### config.mk
export PLATFORM = sky130hd
export DESIGN_NAME = indexed_array_insert_remove
export DESIGN_NICKNAME = d
export VERILOG_FILES = /design/src/design/iair_pkg.sv /design/src/design/iair_mem.sv /design/src/design/iair_ctrl.sv /design/src/design/indexed_array_insert_remove.sv
export SDC_FILE = /design/constraint.sdc
export NUM_CORES = 1
export LEC_CHECK = 0
export BUFFER_PORTS_ARGS = -buffer_cell sky130_fd_sc_hd__buf_2
export CORE_ASPECT_RATIO = 1.1
export CORE_MARGIN = 2
export CORE_UTILIZATION = 58
export DETAILED_ROUTE_END_ITERATION = 7
export PLACE_DENSITY = 0.75
export SYNTH_ARGS = -nofsm -noshare
export SYNTH_HDL_FRONTEND = slang
export SYNTH_SLANG_ARGS = --single-unit
### constraint.sdc
create_clock -name i_clk -period 10.4 [get_ports i_clk]
set_input_delay 2.08 -clock i_clk [delete_from_list [all_inputs] [get_ports i_clk]]
set_output_delay 2.08 -clock i_clk [all_outputs]
set_load 0.03 [all_outputs]
### src/design/iair_pkg.sv
`timescale 1ns / 1ps
// ----------------------------------------------------------------------------
// iair_pkg: shared types and constants of the indexed list
// Sizes, request and status codes and the result bundle passed to the top.
// ----------------------------------------------------------------------------
package iair_pkg;

    localparam int DEPTH   = 16;
    localparam int DATA_W  = 32;
    localparam int IDX_W   = (DEPTH > 1) ? $clog2(DEPTH) : 1;
    localparam int CNT_W   = $clog2(DEPTH + 1);
    localparam int POS_W   = 5;
    localparam int VAL_W   = 32;
    localparam int MODE_W  = 3;
    localparam int STAT_W  = 2;
    localparam int ECNT_W  = 5;
    localparam int CMP_W   = (CNT_W > POS_W) ? CNT_W : POS_W;

    typedef enum logic [MODE_W-1:0] {
        MD_INSERT   = 3'd0,
        MD_REMOVE   = 3'd1,
        MD_READ     = 3'd2,
        MD_WRITE    = 3'd3,
        MD_CONTAINS = 3'd4
    } t_mode;

    typedef enum logic [STAT_W-1:0] {
        ST_OK    = 2'd0,
        ST_RANGE = 2'd1,
        ST_FULL  = 2'd2
    } t_status;

    // one access to the entry store
    typedef struct packed {
        logic              we;
        logic [IDX_W-1:0]  waddr;
        logic [DATA_W-1:0] wdata;
        logic              re;
        logic [IDX_W-1:0]  raddr;
    } t_mem_req;

    // finished request
    typedef struct packed {
        logic [DATA_W-1:0] rd;
        logic              found;
        t_status           status;
        logic [CNT_W-1:0]  count;
    } t_result;

endpackage

### src/design/iair_mem.sv
`timescale 1ns / 1ps
// ----------------------------------------------------------------------------
// iair_mem: entry store of the indexed list
// One write port and one read port with registered read data.
// ----------------------------------------------------------------------------
module iair_mem (
    input  logic                        i_clk,
    input  iair_pkg::t_mem_req          i_req,
    output logic [iair_pkg::DATA_W-1:0] o_rdata
);
    import iair_pkg::*;

    logic [DATA_W-1:0] r_mem [DEPTH];
    logic [DATA_W-1:0] r_rdata;

    // write and registered read; contents undefined until written
    always_ff @(posedge i_clk) begin
        if (i_req.we) begin
            r_mem[i_req.waddr] <= i_req.wdata;
        end
        if (i_req.re) begin
            r_rdata <= r_mem[i_req.raddr];
        end
    end

    assign o_rdata = r_rdata;

endmodule

### src/design/iair_ctrl.sv
`timescale 1ns / 1ps
// ----------------------------------------------------------------------------
// iair_ctrl: request sequencer of the indexed list
// Walks the store one entry at a time with a shared index stepper to shift,
// fetch and scan, and keeps the live entry count.
// ----------------------------------------------------------------------------
module iair_ctrl (
    input  logic                        i_clk,
    input  logic                        i_rst_n,
    input  logic                        i_start,
    input  logic [iair_pkg::MODE_W-1:0] i_mode,
    input  logic [iair_pkg::POS_W-1:0]  i_pos,
    input  logic [iair_pkg::DATA_W-1:0] i_val,
    input  logic [iair_pkg::DATA_W-1:0] i_rdata,
    output iair_pkg::t_mem_req          o_req,
    output logic                        o_busy,
    output logic                        o_done,
    output iair_pkg::t_result           o_res
);
    import iair_pkg::*;

    typedef enum logic [2:0] {
        S_IDLE,
        S_INS,
        S_INS_WR,
        S_REM_CAP,
        S_REM,
        S_REM_WR,
        S_RD_CAP,
        S_SCAN
    } t_state;

    t_state            r_state;
    logic              r_cmp;      // scan: compare fetched word next cycle
    logic [IDX_W-1:0]  r_pos;
    logic [DATA_W-1:0] r_val;
    logic [CNT_W-1:0]  r_idx;
    logic [CNT_W-1:0]  r_cnt;
    logic              r_done;
    t_result           r_res;

    logic [CMP_W-1:0]  pos_ext;
    logic [CMP_W-1:0]  cnt_ext;
    logic              full;
    logic              pos_lt_cnt;
    logic              pos_le_cnt;
    logic              start_ok;
    logic              dec;
    logic [CNT_W-1:0]  step;
    logic              at_pos;

    // request checks against the live count
    assign pos_ext    = CMP_W'(i_pos);
    assign cnt_ext    = CMP_W'(r_cnt);
    assign full       = (r_cnt >= CNT_W'(DEPTH));
    assign pos_lt_cnt = (pos_ext < cnt_ext);
    assign pos_le_cnt = (pos_ext <= cnt_ext);
    assign start_ok   = i_start && (r_state == S_IDLE);

    // shared index stepper: down while inserting, up otherwise
    assign dec    = (r_state == S_INS) || (r_state == S_INS_WR);
    assign step   = dec ? (r_idx - CNT_W'(1)) : (r_idx + CNT_W'(1));
    assign at_pos = (r_idx == CNT_W'(r_pos));

    // drive the store for the current step
    always_comb begin
        o_req = '0;
        unique case (r_state)
            S_IDLE: begin
                if (start_ok && pos_lt_cnt) begin
                    if (i_mode == MD_REMOVE || i_mode == MD_READ) begin
                        o_req.re    = 1'b1;
                        o_req.raddr = IDX_W'(i_pos);
                    end
                    if (i_mode == MD_WRITE) begin
                        o_req.we    = 1'b1;
                        o_req.waddr = IDX_W'(i_pos);
                        o_req.wdata = i_val;
                    end
                end
            end
            S_INS: begin
                if (at_pos) begin
                    o_req.we    = 1'b1;
                    o_req.waddr = r_pos;
                    o_req.wdata = r_val;
                end else begin
                    o_req.re    = 1'b1;
                    o_req.raddr = step[IDX_W-1:0];
                end
            end
            S_INS_WR: begin
                o_req.we    = 1'b1;
                o_req.waddr = r_idx[IDX_W-1:0];
                o_req.wdata = i_rdata;
            end
            S_REM: begin
                if (step < r_cnt) begin
                    o_req.re    = 1'b1;
                    o_req.raddr = step[IDX_W-1:0];
                end
            end
            S_REM_WR: begin
                o_req.we    = 1'b1;
                o_req.waddr = r_idx[IDX_W-1:0];
                o_req.wdata = i_rdata;
            end
            S_SCAN: begin
                if (!r_cmp && r_idx < r_cnt) begin
                    o_req.re    = 1'b1;
                    o_req.raddr = r_idx[IDX_W-1:0];
                end
            end
            default: begin
                o_req = '0;
            end
        endcase
    end

    // sequence requests, hold count and result
    always_ff @(posedge i_clk) begin
        if (!i_rst_n) begin
            r_state <= S_IDLE;
            r_cnt   <= '0;
            r_done  <= 1'b0;
            r_cmp   <= 1'b0;
        end else begin
            r_done <= 1'b0;
            unique case (r_state)
                S_IDLE: begin
                    if (start_ok) begin
                        r_val        <= i_val;
                        r_pos        <= IDX_W'(i_pos);
                        r_cmp        <= 1'b0;
                        r_res.rd     <= '0;
                        r_res.found  <= 1'b0;
                        r_res.status <= ST_OK;
                        r_res.count  <= r_cnt;
                        unique case (i_mode)
                            MD_INSERT: begin
                                if (full) begin
                                    r_res.status <= ST_FULL;
                                    r_done       <= 1'b1;
                                end else if (!pos_le_cnt) begin
                                    r_res.status <= ST_RANGE;
                                    r_done       <= 1'b1;
                                end else begin
                                    r_idx   <= r_cnt;
                                    r_state <= S_INS;
                                end
                            end
                            MD_REMOVE: begin
                                if (!pos_lt_cnt) begin
                                    r_res.status <= ST_RANGE;
                                    r_done       <= 1'b1;
                                end else begin
                                    r_idx   <= CNT_W'(i_pos);
                                    r_state <= S_REM_CAP;
                                end
                            end
                            MD_READ: begin
                                if (!pos_lt_cnt) begin
                                    r_res.status <= ST_RANGE;
                                    r_done       <= 1'b1;
                                end else begin
                                    r_state <= S_RD_CAP;
                                end
                            end
                            MD_WRITE: begin
                                if (!pos_lt_cnt) begin
                                    r_res.status <= ST_RANGE;
                                end
                                r_done <= 1'b1;
                            end
                            MD_CONTAINS: begin
                                r_idx   <= '0;
                                r_state <= S_SCAN;
                            end
                            default: begin
                                r_done <= 1'b1;
                            end
                        endcase
                    end
                end
                S_INS: begin
                    if (at_pos) begin
                        r_cnt       <= r_cnt + CNT_W'(1);
                        r_res.count <= r_cnt + CNT_W'(1);
                        r_done      <= 1'b1;
                        r_state     <= S_IDLE;
                    end else begin
                        r_state <= S_INS_WR;
                    end
                end
                S_INS_WR: begin
                    r_idx   <= step;
                    r_state <= S_INS;
                end
                S_REM_CAP: begin
                    r_res.rd <= i_rdata;
                    r_state  <= S_REM;
                end
                S_REM: begin
                    if (step < r_cnt) begin
                        r_state <= S_REM_WR;
                    end else begin
                        r_cnt       <= r_cnt - CNT_W'(1);
                        r_res.count <= r_cnt - CNT_W'(1);
                        r_done      <= 1'b1;
                        r_state     <= S_IDLE;
                    end
                end
                S_REM_WR: begin
                    r_idx   <= step;
                    r_state <= S_REM;
                end
                S_RD_CAP: begin
                    r_res.rd <= i_rdata;
                    r_done   <= 1'b1;
                    r_state  <= S_IDLE;
                end
                S_SCAN: begin
                    if (r_cmp) begin
                        r_cmp <= 1'b0;
                        if (i_rdata == r_val) begin
                            r_res.found <= 1'b1;
                            r_done      <= 1'b1;
                            r_state     <= S_IDLE;
                        end else begin
                            r_idx <= step;
                        end
                    end else if (r_idx < r_cnt) begin
                        r_cmp <= 1'b1;
                    end else begin
                        r_done  <= 1'b1;
                        r_state <= S_IDLE;
                    end
                end
                default: begin
                    r_state <= S_IDLE;
                end
            endcase
        end
    end

    assign o_busy = (r_state != S_IDLE);
    assign o_done = r_done;
    assign o_res  = r_res;

endmodule

### src/design/indexed_array_insert_remove.sv
`timescale 1ns / 1ps
// ----------------------------------------------------------------------------
// indexed_array_insert_remove: ordered list with insert and remove by index
// Keeps up to DEPTH words in order plus a live count; serves insert, remove,
// read, write and contains requests one at a time.
// ----------------------------------------------------------------------------
// Usage:
//   Raise start with mode, position and item_value while busy is low; the
//   word is taken at that clock edge. Busy stays high while the request runs.
//   Exactly one result word follows: o_valid is high for one cycle with
//   o_read_value, o_found, o_status and o_entry_count. The receiver cannot
//   stall, so it must take the word in that cycle.
//   Write, failed checks and unused modes answer straight from idle; read
//   first captures the fetched word. Insert, remove and contains walk the
//   store one entry at a time: each shifted entry is read and then written
//   back, each scanned entry is read and then compared, and contains stops
//   at the first hit.
//   A new request may start in the cycle o_valid is high.
//   Reset (synchronous, active low) empties the list; entry contents are not
//   cleared and no clearing pass runs.
// ----------------------------------------------------------------------------
module indexed_array_insert_remove (
    input  logic                        i_clk,
    input  logic                        i_rst_n,
    input  logic                        start,
    output logic                        busy,
    input  logic [iair_pkg::MODE_W-1:0] i_mode,
    input  logic [iair_pkg::POS_W-1:0]  i_position,
    input  logic [iair_pkg::VAL_W-1:0]  i_item_value,
    output logic                        o_valid,
    output logic [iair_pkg::VAL_W-1:0]  o_read_value,
    output logic                        o_found,
    output logic [iair_pkg::STAT_W-1:0] o_status,
    output logic [iair_pkg::ECNT_W-1:0] o_entry_count
);
    import iair_pkg::*;

    t_mem_req          mem_req;
    logic [DATA_W-1:0] mem_rdata;
    logic [DATA_W-1:0] in_val;
    t_result           res;

    // mask the incoming value to the stored width
    assign in_val = DATA_W'(i_item_value);

    iair_ctrl u_ctrl (
        .i_clk   (i_clk),
        .i_rst_n (i_rst_n),
        .i_start (start),
        .i_mode  (i_mode),
        .i_pos   (i_position),
        .i_val   (in_val),
        .i_rdata (mem_rdata),
        .o_req   (mem_req),
        .o_busy  (busy),
        .o_done  (o_valid),
        .o_res   (res)
    );

    iair_mem u_mem (
        .i_clk   (i_clk),
        .i_req   (mem_req),
        .o_rdata (mem_rdata)
    );

    // map the result word to the ports
    assign o_read_value  = VAL_W'(res.rd);
    assign o_found       = res.found;
    assign o_status      = res.status;
    assign o_entry_count = ECNT_W'(res.count);

    // a result only appears with the sequencer back at rest
    a_valid_idle: assert property (@(posedge i_clk) disable iff (!i_rst_n)
        o_valid |-> !busy)
        else $error("result word while sequencer busy");

    // every accepted word either runs or answers at once
    a_accept_progress: assert property (@(posedge i_clk) disable iff (!i_rst_n)
        (start && !busy) |=> (busy || o_valid))
        else $error("accepted word dropped");

    // live count never exceeds capacity
    a_count_bound: assert property (@(posedge i_clk) disable iff (!i_rst_n)
        o_valid |-> (res.count <= CNT_W'(DEPTH)))
        else $error("live count above capacity");

    // a found flag only comes with an ok status and no data
    a_found_clean: assert property (@(posedge i_clk) disable iff (!i_rst_n)
        (o_valid && o_found) |-> (res.status == ST_OK && res.rd == '0))
        else $error("found flag with bad status or data");

endmodule

# Word level (Yosys, flattened, before mapping)
# Memories as Yosys holds them, arrays and structs flattened. A register that Yosys moved wholly into a read port is not among the register bits.
# Cells that the tools add are included.
# Widths: inputs -> output; s select.
[op_classes] add_sub_neg=4 multipliers=0 div_mod_pow=0 order_cmp=5 n_eq_ne=27 shift=0 n_mux=60 n_bitwise=0 reduce_logical=27
[ops] cell="$pmux 37 s3" count=1
[ops] cell="$mux 37" count=2
[ops] cell="$mux 5" count=13
[ops] cell="$pmux 32 s2" count=1
[ops] cell="$pmux 5 s3" count=3
[ops] cell="$mux 42" count=1
[ops] cell="$mux 40" count=1
[ops] cell="$eq 32x32->1" count=1
[ops] cell="$mux 3" count=9
[ops] cell="$pmux 3 s7" count=1
[ops] cell="$pmux 5 s4" count=1
[ops] cell="$mux 1" count=18
[ops] cell="$eq 3x3->1 const B" count=5
[ops] cell="$lt 5x5->1" count=3
[ops] cell="$eq 3x2->1 const B" count=4
[ops] cell="$ne 3x2->1 const B" count=4
[ops] cell="$pmux 3 s4" count=1
[ops] cell="$add 5x1->5 const B" count=2
[ops] cell="$pmux 5 s2" count=1
[ops] cell="$reduce_and 5->1" count=2
[ops] cell="$sub 5x1->5 const B" count=2
[ops] cell="$reduce_and 3->1" count=3
[ops] cell="$reduce_and 9->1" count=1
[ops] cell="$reduce_bool 3->1" count=3
[ops] cell="23 further kinds" count=40
[word_totals] reg_bits=91 latchBits=0 ram_bits=512 mem_bits_ro=0 in_bits=43 output_inout_bits=42 elab_cells=135 n_memories=1
[mem_list] memory="u_mem.r_mem" words=16 word_bits=32 rd=1 rd_clocked_by_memory_dff=1 write_ports=1 line="iair_mem.sv:13" text="logic [DATA_W-1:0] r_mem [DEPTH];"

# Depth between registers and ports, before layout
# Gate-level depths: netlist of run 1.
[depth] depth_word=7 mapped_depth=21

# Cells and area by module
# A second synthesis of run 1 with hierarchy kept.
[unflattened] cells_unflattened=1313 hier_area_um2=25406.9
[modules_own_cells] module="iair_mem" n_inst=1 cells_per_inst=838 area_per_inst_um2=20155.6
[modules_own_cells] module="iair_ctrl" n_inst=1 cells_per_inst=475 area_per_inst_um2=5251.3

# Worst setup path after synthesis of run 1
# Ideal clock, no wire load.
[synth_path] path_kind="input to register" from="in i_position[1] (netlist bit)" to="mem u_mem.r_mem[0][0], enable pin" setup_time_ns=0.594 arrival_ns=8.690 setup_slack_ns=1.116 stages=8 path_cell_list="ha_1 nor2b_1 o21a_1 nor3_1 nor3_1 nor2_1 nand2_1 a2111oi_0"
[synth_between] elab_chain_cells=6
[synth_rtl] item="start, declared" line="indexed_array_insert_remove.sv:28" text="input logic [iair_pkg::POS_W-1:0] i_position,"
[synth_rtl] item="$lt 5x5->1" line="iair_ctrl.sv:56" text="assign pos_lt_cnt = (pos_ext < cnt_ext);"
[synth_rtl] item="$logic_and 1x1->1" line="iair_ctrl.sv:70" text="if (start_ok && pos_lt_cnt) begin"
[synth_rtl] item="$mux 42 *" line="iair_ctrl.sv:70"
[synth_rtl] item="$pmux 37 s3 *" line="iair_ctrl.sv:68" text="unique case (r_state)"
[synth_rtl] item="$mux 1" line="iair_mem.sv:18" text="if (i_req.we) begin"
[synth_rtl] item="$mux 1 (implied by the code)" line="iair_mem.sv:19" text="r_mem[i_req.waddr] <= i_req.wdata;"
[synth_rtl] item="end, declared" line="iair_mem.sv:13"
# Every way passes the cells marked *; elsewhere a longest branch is shown, timed or not.

# Final worst setup path of run 1
[layout_path] from="in start" to="reg u_mem.r_rdata[7], in the netlist u_mem.o_rdata[7] (read register of u_mem.r_mem), data pin"
[layout_between] elab_chain_cells=4
[layout_rtl] item="start, declared" line="indexed_array_insert_remove.sv:25" text="input logic start,"
[layout_rtl] item="$logic_and 1x1->1" line="iair_ctrl.sv:58" text="assign start_ok = i_start && (r_state == S_IDLE);"
[layout_rtl] item="$logic_and 1x1->1" line="iair_ctrl.sv:70"
[layout_rtl] item="$mux 42" line="iair_ctrl.sv:70"
[layout_rtl] item="$pmux 5 s4" line="iair_ctrl.sv:68"
[layout_rtl] item="end, declared" line="iair_mem.sv:14" text="logic [DATA_W-1:0] r_rdata;"
# No other way between the ends.
# A chain may end at the register's enable or synchronous reset.

==> results of run 1 <==
==> cell usage after synthesis, types with 17 or more instances <==
cell / instances / area [µm²]
xnor2_1: 47 / 412
nand2_1: 190 / 713
inv_1: 48 / 180
mux2i_1: 160 / 1600
o21ai_0: 17 / 85.1
clkbuf_1: 63 / 236
and3_1: 34 / 213
nor2_1: 46 / 173
a2111oi_0: 34 / 298
a222oi_1: 32 / 320
mux2_2: 32 / 360
a21oi_1: 56 / 280
a32o_1: 32 / 320
nor3_1: 104 / 521
o211ai_1: 30 / 225
nand3_1: 42 / 210
edfxtp_1: 625 / 18800
ha_1: 19 / 238
==> routing by layer <==
metal,vias up,track usage
met5,-,0
met3,191,0.0417
met2,929,0.459
met4,0,0.138
met1,8063,0.368
li1,6982,-
==> worst register-to-register path, cell delays in order (launching register included) <==
cell and delay [ps]:
dfxtp_1 310, buf_4 230, xnor2_1 120, nor2_1 370, inv_1 120, fa_1 440, inv_1 80, a21o_1 120
a21oi_1 90, xnor2_1 220, ha_1 290, a21oi_1 130, nand2_1 80, a31o_2 310, o2111ai_4 240, buf_4 610
buf_4 880, mux2_2 450, a2111oi_0 520, o211ai_1 150
==> layout make-up <==
class / instances / area, µm²
tap: 588 / 736
fill: 3122 / 15800
multi-input combinational: 970 / 6960
sequential: 635 / 19000
timing repair buffer: 119 / 696
inverter: 48 / 180
clock inverter: 35 / 333
clock buffer: 72 / 1570
==> registers in the layout, indices dropped and copies added, names as in the netlist <==
register,cells
u_ctrl.cnt_ext,5
u_ctrl.r_val,32
u_ctrl.r_idx,5
u_ctrl.r_pos,4
u_ctrl.o_res,40
u_mem.o_rdata,32
u_ctrl.r_cmp,1
u_ctrl.r_state,3
u_mem.r_mem,512
u_ctrl.o_done,1
==> power breakdown <==
part	total [mW]	internal [mW]	switching (mW)
logic	3.48	1.10	2.38
clock network	2.13	1.20	0.930
registers	3.64	3.47	0.169
total	9.25	5.77	3.48
==> per-stage QoR <==
stage	hold slack, ps	cells
after CTS	592	2467
after global routing	621	2467
after floorplan	519	1758
after global placement	583	2360
after detailed placement	575	2360
final	604	2467
==> kinds of logic (layout without fill, tap and decap cells) <==
family	Yosys count	in the layout	synth area share
DFF	635	635	0.718
xor gates and xnor gates	50	50	0.0166
adders and majority gates	20	20	0.00975
AOI/OAI and AO/OA	247	247	0.0727
buffers and inverters	153	274	0.0282
muxes	192	192	0.0742
and+or+nand+nor	461	461	0.0811
==> how the worst max path moves through the flow <==
stage	endpoint	start
after floorplan	u_mem.r_mem[0][0]	i_position[1]
after global placement	u_mem.o_rdata[8]	start
after CTS	u_mem.o_rdata[7]	start
final	u_mem.o_rdata[7]	start
after detailed placement	u_mem.o_rdata[7]	start
after global routing	u_mem.o_rdata[5]	u_ctrl.r_state[0]
==> key figures, run 1 <==
Timing
  • Final Max Slew Viols: 0
  • Crit path time final: 6230 ps
  • Worst Clk Skew: 20.9 ps
  • Final Hold Vio Count: 0
  • RSZ-0062 raised after global routing: no
  • Setup tns final: 0 ps
  • Worst Tran Pin Value: 1340 ps
  • Final setup viols: 0
  • Max-slew headroom: 0.108
  • Final worst-path cycle share: 0.599
  • Fmax: 161 MHz
  • Setup ws final: 4170 ps

Worst setup path
  • WP buf/inv: 3
  • Crit path max fanout: 60
  • Delay-heaviest family, CP: simple AND/OR/NAND/NOR gates
  • CP arrival: 6560 ps
  • Reg2Reg Depth: 19
  • Critical path class: in2reg
  • CP Depth: 10
  • Most frequent CP cell: buf_4
  • Worst path slowest cell: buf_4
  • Critical Path Source Type: input port
  • Reg-to-Reg Start: u_ctrl.r_state[0]
  • Cell breakdown of the critical path: buf_2, or4b_1, or3_1, or4_1, o2111ai_4, buf_4, buf_4, mux2_2, a2111oi_0, o211ai_1
  • Reg2reg end: u_mem.o_rdata[7]
  • R2R Setup Slk: 4370 ps
  • CP Capture Type: register
  • CP peak stage delay: 840 ps
  • Req. time, crit path: 10730 ps

Route
  • Routed met3 length: 6250 µm
  • Drt first pass iters: 6
  • Via count: 16200
  • Drt via density: 6.55
  • Routed len/inst: 27.1 µm
  • Highest routed layer: met4
  • DRC: 0
  • Final ANT Viol Nets: 0
  • Routed wire length: 67000 µm
  • WL met1: 25200 µm
  • Starting DRT DRC Count: 2037
  • DR WL met2: 32600 µm

Layout
  • Post-layout util: 0.651
  • Design area: 0.0294 mm²
  • Net count, final: 1896
  • Syn-to-layout area delta: 11.4%
  • Commonest cells after routing, fill and taps aside: 625 x edfxtp_1, 189 x nand2_1, 160 x mux2i_1
  • Share of layout cells above drive strength 1: 0.150
  • Most common cell after layout, fill and taps aside: edfxtp_1
  • Ant diodes: 0

Synthesis
  • Netlist Area Pre-Place: 0.0264 mm²
  • Synth warn: 0
  • #FFs+latches synth: 635
  • Unique masters post-synth: 63
  • Post-synthesis cell count: 1758
  • Post-synth EDFFs: 625
  • Syn Nets: 1821
  • Mean post-synth cell area: 15.0 µm²
  • Prevailing post-synth register cell: edfxtp_1
  • Synth async-reset ratio: 0
  • Sequential area share after synthesis: 0.718

Min path
  • Worst Hold End: u_ctrl.r_cmp
  • Min-delay worst type: reg2reg
  • Hold Crit Depth: 2
  • Hold Path Origin: u_ctrl.r_cmp

Floorplanning
  • Full die area: 0.0473 mm²
  • Die Ht: 228 µm
  • Die width: 208 µm
  • I/O pin cnt: 85
  • Placeable Area: 0.0452 mm²
  • Initial Util: 0.584
  • Cell row count: 82

Clock network
  • Max clock buf depth: 3
  • Cts repair resizes: 0
  • Register clock-pin slew on the reported worst setup and hold paths: 60 ps
  • Htree depth: 2
  • CTS tree: built
  • TritonCTS buffer count: 59
  • Post-CTS Setup Inserts: 0
  • CTS Hold Bufs: 0
  • Worst-Skew Late Latency: 630 ps
  • Number of clock sinks: 635
  • Clock Root Buffer: clkbuf_16

GRT
  • Largest net degree at the start of global routing: 152
  • Global-route wire length before repair: 98400 µm
  • Initial antenna violation count: 1
  • GRT overflow: 0
  • GRT Util Overall: 0.280
  • Vias in the first global route: 16100

Placed design
  • Routability cong.: 0.871
  • IO Port Bufs: 84
  • DP HPWL: 35000 µm
  • DP Area: 0.0275 mm²
  • Post-place setup slack: 3630 ps

Run status
  • Status: finished, final reports clean

Power and ir drop
  • Peak supply drop: 374 µV
  • Leakage power: 9.82 nW
  • Power Density: 314 mW/mm²
  • Power Total: 9.25 mW

Job
  • MaxCap Viol Count: 0
(Power assumes the default switching activity.)
==> inputs of run 2 (changes only) <==
Settings changed: ABC_AREA set to 1.
Clock period 10.4 ns to 6.3 ns, I/O delays scaled along.
==> run 2 against run 1 <==
  * Die area is 8.3% higher
  * Clock power grew 69%
  * Synthesized area up 8.4%
  * Largest power group is now combinational cells
  * Core utilization is 0.36 points higher
  * Hold slack worse by 73 ps
  * Final cell count up 46%
  * Combinational power rose by 110%
  * Register-to-register slack worse by 3400 ps
  * Via count rose by 26%
  * Flip-flop and latch count is the same
  * Design area up 8.7%
  * Total power is 83% higher
==> key figures, run 2 <==
Synthesis
  • Top cells by area, synth: edfxtp_1 65%, nand2_1 8.8%, nand3_1 8.4%
  • #FFs+latches synth: 635
  • Syn Nets: 2868
  • Mean post-synth cell area: 10.2 µm²
  • Synth async-reset ratio: 0
  • Sequential area share after synthesis: 0.662
  • Area fraction of the dominant cell type after synthesis: 0.655
  • Post-synthesis cell count: 2805
  • Post-synth EDFFs: 625
  • Prevailing post-synth register cell: edfxtp_1
  • Synth warn: 0
  • Count leader, synth: nand2_1
  • Biggest area consumer among synthesized cells: edfxtp_1
  • Netlist Area Pre-Place: 0.0287 mm²
  • Unique masters post-synth: 39
  • Most frequent cells after synthesis: 675 x nand2_1, 625 x edfxtp_1, 582 x inv_1

Floorplanning
  • I/O pin cnt: 85
  • Full die area: 0.0512 mm²
  • Placeable Area: 0.0489 mm²
  • Die width: 216 µm
  • Initial Util: 0.586
  • Cell row count: 85
  • Die Ht: 237 µm

Worst setup path
  • Most frequent CP cell: nand2_1
  • Critical path class: reg2reg
  • WP buf/inv: 6
  • Cell breakdown of the critical path: nand2_1, nor2_1, inv_1, nand2_1, ha_1, a21oi_1, o21ai_0, xnor2_1, inv_1, ha_1, nand2_1, inv_1, a21oi_1, and2_1, nand2_1, nand2_1, inv_1, nor2_1, nor3_4, inv_1, buf_4, nand3_1, nand2_1
  • CP peak stage delay: 650 ps
  • Worst path slowest cell: inv_1
  • Delay-heaviest family, CP: simple AND/OR/NAND/NOR gates
  • Crit path from: u_ctrl.r_state[0]
  • Reg-to-Reg Start: u_ctrl.r_state[0]
  • Crit path max fanout: 18
  • Req. time, crit path: 6800 ps
  • CP Capture Type: register
  • Critical Path Source Type: register
  • CP arrival: 5790 ps

GRT
  • Vias in the first global route: 19600
  • Global-route wire length before repair: 115000 µm
  • Initial antenna violation count: 0
  • GRT overflow: 0
  • GRT Util Overall: 0.297
  • Largest net degree at the start of global routing: 96

Layout
  • Share of layout cells above drive strength 1: 0.0943
  • Syn-to-layout area delta: 11.7%
  • Fill cells: 3656
  • Design area: 0.0320 mm²
  • Net count, final: 2961
  • Most common cell after layout, fill and taps aside: nand2_1
  • Biggest register: u_mem.r_mem
  • Post-layout util: 0.654
  • Ant diodes: 0
  • Max reg flops: 512
  • Commonest cells after routing, fill and taps aside: 674 x nand2_1, 625 x edfxtp_1, 582 x inv_1
  • Post-route non-filler standard cell count: 3600

Route
  • Final ANT Viol Nets: 0
  • Routed len/inst: 20.9 µm
  • Routed wire length: 75400 µm
  • DRC: 0
  • Drt first pass iters: 6
  • Drt via density: 5.64
  • Via count: 20300
  • Starting DRT DRC Count: 2846

Timing
  • Fmax: 189 MHz
  • Final setup viols: 0
  • Final Hold Vio Count: 0
  • Worst Tran Pin Value: 1430 ps
  • Worst hold slack: 530 ps
  • Final Max Slew Viols: 0
  • Setup tns final: 0 ps
  • Crit path time final: 5280 ps
  • Max-slew headroom: 0.0455
  • Worst Clk Skew: 29.8 ps
  • Final worst-path cycle share: 0.839
  • RSZ-0062 raised after global routing: no

Clock network
  • Post-CTS Setup Inserts: 0
  • Number of clock sinks: 635
  • CTS Hold Bufs: 0
  • Cts repair resizes: 0
  • Worst-Skew Late Latency: 660 ps
  • Max clock buf depth: 3
  • Register clock-pin slew on the reported worst setup and hold paths: 60 ps
  • CTS tree: built
  • Htree depth: 2
  • TritonCTS buffer count: 60
  • Clock Root Buffer: clkbuf_16

Placed design
  • DP HPWL: 44200 µm
  • DP Area: 0.0300 mm²
  • DP Cell Count: 3486
  • Routability cong.: 0.923
  • IO Port Bufs: 84

Job
  • MaxCap Viol Count: 0

Run status
  • Status: finished, final reports clean

Power and ir drop
  • Power Density: 529 mW/mm²
  • Leakage power: 13.9 nW
  • Peak supply drop: 344 µV

Min path
  • Min-delay worst type: reg2reg
  • Hold Path Origin: u_ctrl.cnt_ext[1]
run 2: cell types whose count changed in the layout (fill, tap and decap cells not counted), sizes merged, moves of 33 or more:
| cell | previous run | this run |
|---|---|---|
| nor3 | 105 | 11 |
| a21oi | 56 | 17 |
| buf | 119 | 152 |
| nand2 | 190 | 678 |
| inv | 51 | 589 |
| nor2 | 46 | 105 |
| nand3 | 42 | 480 |
| o21bai | 0 | 33 |
| and3 | 34 | 0 |
| a2111oi | 34 | 0 |
| mux2i | 160 | 0 |
run 2: worst min-delay path, delay by kind of cell, from the launching register on:
kind               cells  cell delay (ps)
AOI/OAI and AO/OA      1               50
DFF                    1              350
and+or+nand+nor        1               80
run 2: final timing paths:
path              slack (ps)                 to  cells past startpoint
hold reg to reg          530  u_ctrl.cnt_ext[1]                      2
hold / removal           530  u_ctrl.cnt_ext[1]                      2
setup reg to reg        1020  u_mem.o_rdata[29]                     23
setup / recovery        1020  u_mem.o_rdata[29]                     23
run 2: kinds of logic (layout without fill, tap and decap cells):
family | Yosys count | in the layout | synth area share
buffers and inverters | 710 | 853 | 0.0986
AO/OA/AOI/OAI | 121 | 121 | 0.0290
AND/OR/NAND/NOR | 1290 | 1290 | 0.193
flip-flops | 635 | 635 | 0.662
adder cells (fa/ha/maj) | 20 | 20 | 0.00899
XOR/XNOR | 29 | 29 | 0.00886
run 2: routing by layer:
layer	vias up	global-route usage	wire [µm]
li1	9329	-	-
met1	9668	0.407	29500
met2	1136	0.479	35600
met3	173	0.0475	7660
met4	0	0.119	2700
met5	-	0	0
run 2: area by class of cell:
class                   count  area [µm²]  share of cell area
multi-input cells        1460        7060               0.221
clock inverters            38         390              0.0122
repair buffers            152        1010              0.0314
inverters                 589        2210              0.0691
clock buffers              74        1550              0.0485
well taps                 652         816              0.0255
flip-flops and latches    635       19000               0.593
run 2: report_power, final:
part           internal (mW)  switching (mW)  leakage, nW
Combinational           1.96            5.22         7.03
Sequential              5.87           0.261         5.88
Clock                   2.04            1.57        0.942
run 2: metrics by stage:
| stage | setup slack (ps) | total power [mW] |
|---|---|---|
| after floorplan | 971 | 10.8 |
| after global placement | 1280 | 13.0 |
| after detailed placement | 1230 | 13.2 |
| after CTS | 1130 | 16.8 |
| after global routing | 731 | 17.8 |
| final | 1020 | 16.9 |
